[src/sv/mpas_pkg.sv]
// ============================================================================
// mpas_pkg
// Shared types and constants for the mold pin actuator sequencer core.
// ============================================================================
package mpas_pkg;

    // Width of the on-delay timer count and preset
    localparam int TIME_WIDTH = 16;

    // Configuration register widths
    localparam int CFG_WIDTH       = 16;
    localparam int CFG_INDEX_WIDTH = 2;

    // Alarm timeout used when the register holds zero
    localparam logic [CFG_WIDTH-1:0] DEFAULT_ALARM_TIME = 16'd1000;

    // Stream payload widths (whole bytes)
    localparam int IN_DATA_WIDTH  = 16;
    localparam int OUT_DATA_WIDTH = 24;

    // Configuration register indexes
    typedef enum logic [CFG_INDEX_WIDTH-1:0] {
        CFG_FORWARD_DELAY   = 2'd0,
        CFG_BACKWARD_DELAY  = 2'd1,
        CFG_BACK_ALARM_TIME = 2'd2
    } cfg_index_t;

    // Input commands
    typedef enum logic [2:0] {
        CMD_NONE           = 3'd0,
        CMD_FORWARD        = 3'd1,
        CMD_BACKWARD       = 3'd2,
        CMD_NORMAL_STOP    = 3'd3,
        CMD_EMERGENCY_STOP = 3'd4
    } cmd_t;

    // Sequencer steps
    typedef enum logic [3:0] {
        STEP_IDLE       = 4'd0,
        STEP_FW_CHECK   = 4'd1,
        STEP_FW_DELAY   = 4'd2,
        STEP_FW_DRIVE   = 4'd3,
        STEP_FW_DONE    = 4'd4,
        STEP_BW_CHECK   = 4'd5,
        STEP_BW_DELAY   = 4'd6,
        STEP_BW_ARM     = 4'd7,
        STEP_BW_WATCH   = 4'd8,
        STEP_BW_DONE    = 4'd9,
        STEP_NORMAL     = 4'd10,
        STEP_EMERGENCY  = 4'd11,
        STEP_ERROR      = 4'd12
    } step_t;

endpackage

[src/sv/mold_pin_actuator_sequencer_core.sv]
// ============================================================================
// mold_pin_actuator_sequencer_core
// Step sequencer for a mold pin actuator: forward and backward phases with
// optional delays, an on-delay timer and a back-limit alarm timeout.
// ============================================================================
//
//  channel | direction | handshake        | payload
//  --------+-----------+------------------+---------------------------------
//  s_*     | in        | s_tvalid/s_tready| command, elapsed, limit, enable,
//          |           |                  | auto flag (one control cycle)
//  m_*     | out       | m_tvalid/m_tready| step, pin drive, active, alarm,
//          |           |                  | phase elapsed time
//  cfg_*   | in        | cfg_we           | delay and alarm time registers
//
//  Each item passes through the input register, then through the step
//  logic into the result register. One item per clock sustained unless
//  the result side stalls; the step logic plus timer add is one pass.
//  The input register takes a new item whenever it is empty or moving on,
//  so a stalled result holds at most one more item. Reset (rst_n low) at once
//  clears step, latches, timer and delays and sets the default alarm time.
// ============================================================================
module mold_pin_actuator_sequencer_core
(
    input  logic                                 clk,
    input  logic                                 rst_n,
    // Configuration write port
    input  logic                                 cfg_we,
    input  logic [mpas_pkg::CFG_INDEX_WIDTH-1:0] cfg_index,
    input  logic [mpas_pkg::CFG_WIDTH-1:0]       cfg_data,
    // Input items
    input  logic                                 s_tvalid,
    output logic                                 s_tready,
    // [2:0] command, [10:3] elapsed, [11] back_limit, [12] pin_enabled,
    // [13] auto_mode, [15:14] zero
    input  logic [mpas_pkg::IN_DATA_WIDTH-1:0]   s_tdata,
    // Result items
    output logic                                 m_tvalid,
    input  logic                                 m_tready,
    // [3:0] step_code, [4] pin_forward, [5] action_active,
    // [6] not_at_back_alarm, [22:7] phase_elapsed, [23] zero
    output logic [mpas_pkg::OUT_DATA_WIDTH-1:0]  m_tdata
);

    localparam int TW = mpas_pkg::TIME_WIDTH;

    // Configuration registers
    logic [mpas_pkg::CFG_WIDTH-1:0] fwd_delay_reg;
    logic [mpas_pkg::CFG_WIDTH-1:0] bwd_delay_reg;
    logic [mpas_pkg::CFG_WIDTH-1:0] alarm_time_reg;

    // Input register
    logic                               in_valid_reg;
    logic [mpas_pkg::IN_DATA_WIDTH-1:0] in_data_reg;

    // Result register
    logic                                out_valid_reg;
    logic [mpas_pkg::OUT_DATA_WIDTH-1:0] out_data_reg;
    logic [mpas_pkg::OUT_DATA_WIDTH-1:0] out_data_next;

    // Sequencer state
    mpas_pkg::step_t step_reg;
    mpas_pkg::step_t step_next;
    logic            drive_reg;
    logic            drive_next;
    logic            active_reg;
    logic            active_next;
    logic            run_reg;
    logic            run_next;
    logic [TW-1:0]   count_reg;
    logic [TW-1:0]   count_next;
    logic [TW-1:0]   preset_reg;
    logic [TW-1:0]   preset_next;
    logic            alarm_reg;
    logic            alarm_next;

    // Unpacked fields of the held item
    logic [2:0] cmd;
    logic [7:0] elapsed;
    logic       back_limit;
    logic       pin_enabled;
    logic       auto_mode;

    // Per-step intermediates
    mpas_pkg::step_t step_forced;
    logic [TW:0]     count_sum;
    logic            q;
    logic [15:0]     disp;
    logic [mpas_pkg::CFG_WIDTH-1:0] alarm_preset;
    logic            advance;

    assign cmd         = in_data_reg[2:0];
    assign elapsed     = in_data_reg[10:3];
    assign back_limit  = in_data_reg[11];
    assign pin_enabled = in_data_reg[12];
    assign auto_mode   = in_data_reg[13];

    // Move the held item through the step logic when the result slot frees
    assign advance  = in_valid_reg && (!out_valid_reg || m_tready);
    assign s_tready = !in_valid_reg || advance;
    assign m_tvalid = out_valid_reg;
    assign m_tdata  = out_data_reg;

    // Write configuration registers
    always_ff @(posedge clk or negedge rst_n)
    begin
        if (!rst_n)
        begin
            fwd_delay_reg  <= '0;
            bwd_delay_reg  <= '0;
            alarm_time_reg <= mpas_pkg::DEFAULT_ALARM_TIME;
        end
        else if (cfg_we)
        begin
            case (mpas_pkg::cfg_index_t'(cfg_index))
                mpas_pkg::CFG_FORWARD_DELAY:   fwd_delay_reg  <= cfg_data;
                mpas_pkg::CFG_BACKWARD_DELAY:  bwd_delay_reg  <= cfg_data;
                mpas_pkg::CFG_BACK_ALARM_TIME: alarm_time_reg <= cfg_data;
                default: ;
            endcase
        end
    end

    // Force the step by command
    always_comb
    begin
        case (mpas_pkg::cmd_t'(cmd))
            mpas_pkg::CMD_FORWARD:        step_forced = mpas_pkg::STEP_FW_CHECK;
            mpas_pkg::CMD_BACKWARD:       step_forced = mpas_pkg::STEP_BW_CHECK;
            mpas_pkg::CMD_NORMAL_STOP:    step_forced = mpas_pkg::STEP_NORMAL;
            mpas_pkg::CMD_EMERGENCY_STOP: step_forced = mpas_pkg::STEP_EMERGENCY;
            default:                      step_forced = step_reg;
        endcase
    end

    // Advance the timer: accumulate and saturate at the preset
    assign count_sum = {1'b0, count_reg} + (TW+1)'(elapsed);
    always_comb
    begin
        if (!run_reg)
            count_next = '0;
        else if (count_sum > {1'b0, preset_reg})
            count_next = preset_reg;
        else
            count_next = count_sum[TW-1:0];
    end
    assign q = run_reg && (count_next >= preset_reg);

    assign alarm_preset = (alarm_time_reg != '0) ? alarm_time_reg
                                                 : mpas_pkg::DEFAULT_ALARM_TIME;

    // Next step
    always_comb
    begin
        step_next = step_forced;
        case (step_forced)
            mpas_pkg::STEP_FW_CHECK:
            begin
                if (!pin_enabled)
                    step_next = mpas_pkg::STEP_FW_DONE;
                else if (fwd_delay_reg != '0)
                    step_next = mpas_pkg::STEP_FW_DELAY;
                else
                    step_next = mpas_pkg::STEP_FW_DRIVE;
            end
            mpas_pkg::STEP_FW_DELAY:
            begin
                if (q)
                    step_next = mpas_pkg::STEP_FW_DRIVE;
            end
            mpas_pkg::STEP_FW_DRIVE:
                step_next = mpas_pkg::STEP_FW_DONE;
            mpas_pkg::STEP_BW_CHECK:
            begin
                if (!pin_enabled)
                    step_next = mpas_pkg::STEP_BW_DONE;
                else if (bwd_delay_reg != '0)
                    step_next = mpas_pkg::STEP_BW_DELAY;
                else
                    step_next = mpas_pkg::STEP_BW_ARM;
            end
            mpas_pkg::STEP_BW_DELAY:
            begin
                if (q)
                    step_next = mpas_pkg::STEP_BW_ARM;
            end
            mpas_pkg::STEP_BW_ARM:
                step_next = mpas_pkg::STEP_BW_WATCH;
            mpas_pkg::STEP_BW_WATCH:
            begin
                // alarm wins over the limit switch
                if (q)
                    step_next = mpas_pkg::STEP_ERROR;
                else if (back_limit)
                    step_next = mpas_pkg::STEP_BW_DONE;
            end
            mpas_pkg::STEP_NORMAL,
            mpas_pkg::STEP_EMERGENCY:
                step_next = mpas_pkg::STEP_IDLE;
            default: ;
        endcase

        // Abort the forward phase on disable in auto
        if ((step_next == mpas_pkg::STEP_FW_DELAY || step_next == mpas_pkg::STEP_FW_DRIVE)
            && !pin_enabled && auto_mode)
            step_next = mpas_pkg::STEP_NORMAL;
    end

    // Latches, timer control and display value
    always_comb
    begin
        drive_next  = drive_reg;
        active_next = active_reg;
        run_next    = run_reg;
        preset_next = preset_reg;
        alarm_next  = alarm_reg;
        disp        = '0;
        case (step_forced)
            mpas_pkg::STEP_IDLE,
            mpas_pkg::STEP_NORMAL,
            mpas_pkg::STEP_EMERGENCY,
            mpas_pkg::STEP_ERROR:
            begin
                drive_next  = 1'b0;
                active_next = 1'b0;
                run_next    = 1'b0;
            end
            mpas_pkg::STEP_FW_CHECK:
            begin
                if (pin_enabled && fwd_delay_reg != '0)
                begin
                    run_next    = 1'b1;
                    preset_next = TW'(fwd_delay_reg);
                end
            end
            mpas_pkg::STEP_FW_DELAY,
            mpas_pkg::STEP_BW_DELAY:
            begin
                if (q)
                    run_next = 1'b0;
                else
                    disp = 16'(count_next);
            end
            mpas_pkg::STEP_FW_DRIVE:
            begin
                drive_next  = 1'b1;
                active_next = 1'b1;
            end
            mpas_pkg::STEP_BW_CHECK:
            begin
                if (pin_enabled && bwd_delay_reg != '0)
                begin
                    run_next    = 1'b1;
                    preset_next = TW'(bwd_delay_reg);
                end
            end
            mpas_pkg::STEP_BW_ARM:
            begin
                run_next    = 1'b1;
                preset_next = TW'(alarm_preset);
            end
            mpas_pkg::STEP_BW_WATCH:
            begin
                drive_next  = 1'b0;
                active_next = 1'b0;
                disp        = 16'(count_next);
                if (back_limit)
                    run_next = 1'b0;
                if (q)
                    alarm_next = 1'b1;
            end
            default: ;
        endcase
    end

    assign out_data_next = {1'b0, disp, alarm_next, active_next, drive_next, step_next};

    // Hold control state and the valid flags
    always_ff @(posedge clk or negedge rst_n)
    begin
        if (!rst_n)
        begin
            in_valid_reg  <= 1'b0;
            out_valid_reg <= 1'b0;
            step_reg      <= mpas_pkg::STEP_IDLE;
            drive_reg     <= 1'b0;
            active_reg    <= 1'b0;
            run_reg       <= 1'b0;
            count_reg     <= '0;
            preset_reg    <= '0;
            alarm_reg     <= 1'b0;
        end
        else
        begin
            if (s_tready)
                in_valid_reg <= s_tvalid;
            if (advance)
                out_valid_reg <= 1'b1;
            else if (m_tready)
                out_valid_reg <= 1'b0;
            if (advance)
            begin
                step_reg   <= step_next;
                drive_reg  <= drive_next;
                active_reg <= active_next;
                run_reg    <= run_next;
                count_reg  <= count_next;
                preset_reg <= preset_next;
                alarm_reg  <= alarm_next;
            end
        end
    end

    // Capture item payloads
    always_ff @(posedge clk)
    begin
        if (s_tready && s_tvalid)
            in_data_reg <= s_tdata;
        if (advance)
            out_data_reg <= out_data_next;
    end

    // The alarm latch only clears on reset
    assert property (@(posedge clk) disable iff (!rst_n) !$fell(alarm_reg))
        else $error("alarm latch cleared without reset");

    // The valve is never driven without the action indicator
    assert property (@(posedge clk) disable iff (!rst_n) drive_reg |-> active_reg)
        else $error("pin driven while action indicator is off");

    // No unused step code is ever reached
    assert property (@(posedge clk) disable iff (!rst_n)
        step_reg <= mpas_pkg::STEP_ERROR)
        else $error("unused step code reached");

    // An empty input register always takes an item
    assert property (@(posedge clk) disable iff (!rst_n) !in_valid_reg |-> s_tready)
        else $error("input stalled with empty input register");

endmodule

[config.mk]
export PLATFORM = sky130hd
export DESIGN_NAME = mold_pin_actuator_sequencer_core
export DESIGN_NICKNAME = d
export VERILOG_FILES = /design/src/sv/mpas_pkg.sv /design/src/sv/mold_pin_actuator_sequencer_core.sv
export SDC_FILE = /design/constraint.sdc
export NUM_CORES = 1
export LEC_CHECK = 0
export ABC_AREA = 1
export BUFFER_PORTS_ARGS = -buffer_cell sky130_fd_sc_hd__buf_2
export CAP_MARGIN = 5
export CORE_UTILIZATION = 40
export DETAILED_ROUTE_END_ITERATION = 7
export HOLD_SLACK_MARGIN = 0.02
export PLACE_DENSITY_LB_ADDON = 0.2
export SLEW_MARGIN = 20
export SYNTH_ARGS = -nofsm -noshare
export SYNTH_HDL_FRONTEND = slang
export SYNTH_SLANG_ARGS = --single-unit
[constraint.sdc]
create_clock -name clk -period 6.2 [get_ports clk]
set_clock_uncertainty 0.1 [all_clocks]
set_input_delay 0.93 -clock clk [delete_from_list [all_inputs] [get_ports clk]]
set_output_delay 0.93 -clock clk [all_outputs]
set_load 0.005 [all_outputs]
==> impl_metrics.yaml <==
yosys:
  netlist_area_sq_um: 6795
  synth.area.top_cells: "dfrtp_1 (31%), edfxtp_1 (16%), nand2_1 (10%)"
  synthCells: 794
  synth_edf_count: 37
  netlist-cell-type-count: 51
  synth-seq-cells: 127
  async_flop_share_pct: 70.87
  synthFlopType: "dfrtp_1"
  avgSynthCellArea_sq_um: 8.558
  synth_top_area_share_pct: 30.93
  synth_nets: 873
  ys_top_cells_by_count: "nand2_1 (185), inv_1 (120), o21ai_0 (92)"
  yosys_warnings: 0
  synth_seq_area_share_pct: 49.60
  synth_area_leader_cell: "dfrtp_1"
  yosysMostFrequentCell: "nand2_1"
grt:
  grt-ovfl-total: 0
  grt_max_degree: 71
  grt_pass1_vias: 5049
  grtUsageTotal_pct: 18.73
  grt_pass1_wl_um: 25520
  antenna_found_initial: 0
power_and_ir_drop:
  switching_share_pct: 38.27
  p_leak_nw: 3.847
  internal-power_mw: 2.244
  ir_worst_vdd_v: 0.0002443
  power.share.clock_pct: 28.2
  share_comb_of_total_power_pct: 38.5
  switching_power_mw: 1.391
  powerDensity_nw_per_um2: 457.1
  seq_power_share_pct: 33.4
worst_setup_path:
  cp_common_cell: "nand2_1"
  rr_startpoint: "in_data_reg[5]"
  regToRegEndpoint: "m_tdata[7]"
  slowest_delay_ps: 380
  rrSetupSlack_ps: 630
  cp.required_ps: 6260
  worst_path_max_delay_cell: "edfxtp_1"
  worst-path-max-fanout: 26
  start_kind: "flip-flop"
  r2r_cells: 35
  cp.arrival_ps: 5630
  critPathBufInv: 5
  crit_family: "simple AND/OR/NAND/NOR gates"
  crit_type: "flip-flop to flip-flop"
  endpoint_kind: "flip-flop"
placement:
  gp_congestion: 0.8351
  port_buffers: 61
  placed_cell_area_sq_um: 7300
  dp.final_hpwl_um: 10740
cells_and_area:
  nFillCells: 1614
  syn_to_final_growth_pct: 17.05
  stdcell_area_sq_um: 7954
  drive_gt1_share_pct: 13.82
  fin_nets: 934
  largest_reg_flops: 23
  antennaDiodeCount: 0
outcome:
  status: "finished clean"
routing:
  drt_iter0_drc: 253
  dr.pass1.iters: 4
  ant_nets: 0
  routed_via_density: 4.871
  wirelength_um: 15020
  drc: 0
  avgRoutedWirePerCell_um: 13.81
  vias: 5300
clock_tree:
  cts.path.max_buffers: 2
  root_buffer: "clkbuf_16"
  cts_inserted_buffers: 17
  tritoncts: "done"
  hold_buffers: 0
  clkTransAtPathRegs_ps: 60
  cts_sinks: 127
  clock_latency_ps: 430
  h-tree-depth: 4
min_path:
  hold_path.class: "input port to asynchronous set/reset pin"
flow_run:
  maxCapViolCount: 0
die:
  dieArea_sq_um: 17510
  io-pin-count: 65
  fp.coreArea_sq_um: 16580
  start_util_pct: 40.98
  die_y_um: 132.3
  floorplan.die.width_um: 132.3
  rows: 47
sta:
  post-route-min-period_ps: 5569
  period_share_pct: 89.82
  finalSetupTns_ps: 0
  finalSetupViolCount: 0
  tightestPinTransition_ps: 970.3
  hold_viol_final: 0
  max_clock_freq_mhz: 179.6
  slew_viol_final: 0
  slew_headroom_pct: 35.16
[metal layers]
metal / GRT usage [%] / up-vias / wire [um]
li1: - / 2749 / -
met1: 26.70 / 2424 / 7710
met2: 27.40 / 112 / 6493
met3: 4.883 / 15 / 614
met4: 6.641 / 0 / 203
met5: 0 / - / 0
[worst max path at each step]
stage               cells past startpoint     endpoint           start
finish                                 35   m_tdata[7]  in_data_reg[5]
global route                           35   m_tdata[7]  in_data_reg[5]
CTS                                    33  m_tdata[22]  in_data_reg[5]
detailed placement                     33  m_tdata[22]  in_data_reg[5]
global placement                       34   m_tdata[0]  in_data_reg[5]
floorplan                              36   m_tdata[7]    count_reg[2]
[area by class of cell]
| cell class | count | area [sq um] | area share (%) |
|---|---|---|---|
| Multi-Input combinational cell | 522 | 2874 | 36.13 |
| Clock inverter | 10 | 93.84 | 1.180 |
| Clock buffer | 22 | 528.0 | 6.638 |
| Inverter | 122 | 461.7 | 5.805 |
| Tap cell | 220 | 275.3 | 3.461 |
| Timing Repair Buffer | 65 | 350.3 | 4.405 |
| Sequential cell | 127 | 3371 | 42.38 |
[placed cells by master, fill, tap and decap left out, types with 2 or more instances in the layout]
cell / count
dfstp_2: 6
buf_2: 60
dfrtp_1: 84
clkinv_4: 2
inv_1: 119
inv_4: 2
nand2_2: 2
nand3b_1: 2
xor2_1: 9
o211ai_1: 9
clkbuf_8: 2
nand4_1: 7
clkinvlp_4: 3
a21boi_2: 2
a211oi_1: 3
nor3_1: 14
o21ai_0: 92
buf_4: 4
a41oi_1: 6
o21a_1: 7
xnor2_1: 4
nor2_1: 56
a21oi_1: 32
clkbuf_16: 20
nand2_4: 2
clkinv_2: 2
edfxtp_1: 37
nand2_1: 185
o21ai_1: 2
nor4_1: 10
a21boi_0: 2
nand3_1: 17
ha_1: 39
[through the flow]
stage,total power [mW],worst slack [ps],util [%],cells,hold slack [ps]
finish,3.636,631.1,47.96,1088,284.5
global route,3.954,-0.5396,47.96,1088,288.5
CTS,3.643,482.9,47.77,1087,281.3
detailed placement,2.601,517.9,44.02,1055,347.9
global placement,2.585,572.8,44.02,1055,340.1
floorplan,2.249,1343,-,794,327.4
[power by group through the flow]
| stage | logic, mW | registers (mW) | clock network (mW) |
|---|---|---|---|
| after floorplan | 1.06 | 1.19 | 0 |
| after global placement | 1.36 | 1.22 | 0 |
| after detailed placement | 1.38 | 1.22 | 0 |
| after CTS | 1.39 | 1.21 | 1.04 |
| after global routing | 1.63 | 1.24 | 1.08 |
| final | 1.40 | 1.21 | 1.02 |
[timing repair]
item / CTS / global route
setup buffers: 0 / 1
endpoints found under the setup margin: 0 / 19
resized for setup: 0 / 3
[cells by family after synthesis]
logic type      Yosys count  share of synthesized area [%]
xor+xnor                 13                          1.676
other cells               1                        0.05519
buf+inv                 145                          8.230
compound gates          166                          14.18
flops                   127                          49.60
fa+ha+maj                40                          7.476
simple gates            302                          18.78
[worst register-to-register path, delay by kind of cell (launching register included)]
kind	cells	cell delay, ps
compound gates	7	1200
simple gates	19	1960
xor+xnor	1	210
fa+ha+maj	3	850
flops	1	380
buf+inv	5	600
(Power assumes the default switching activity.)
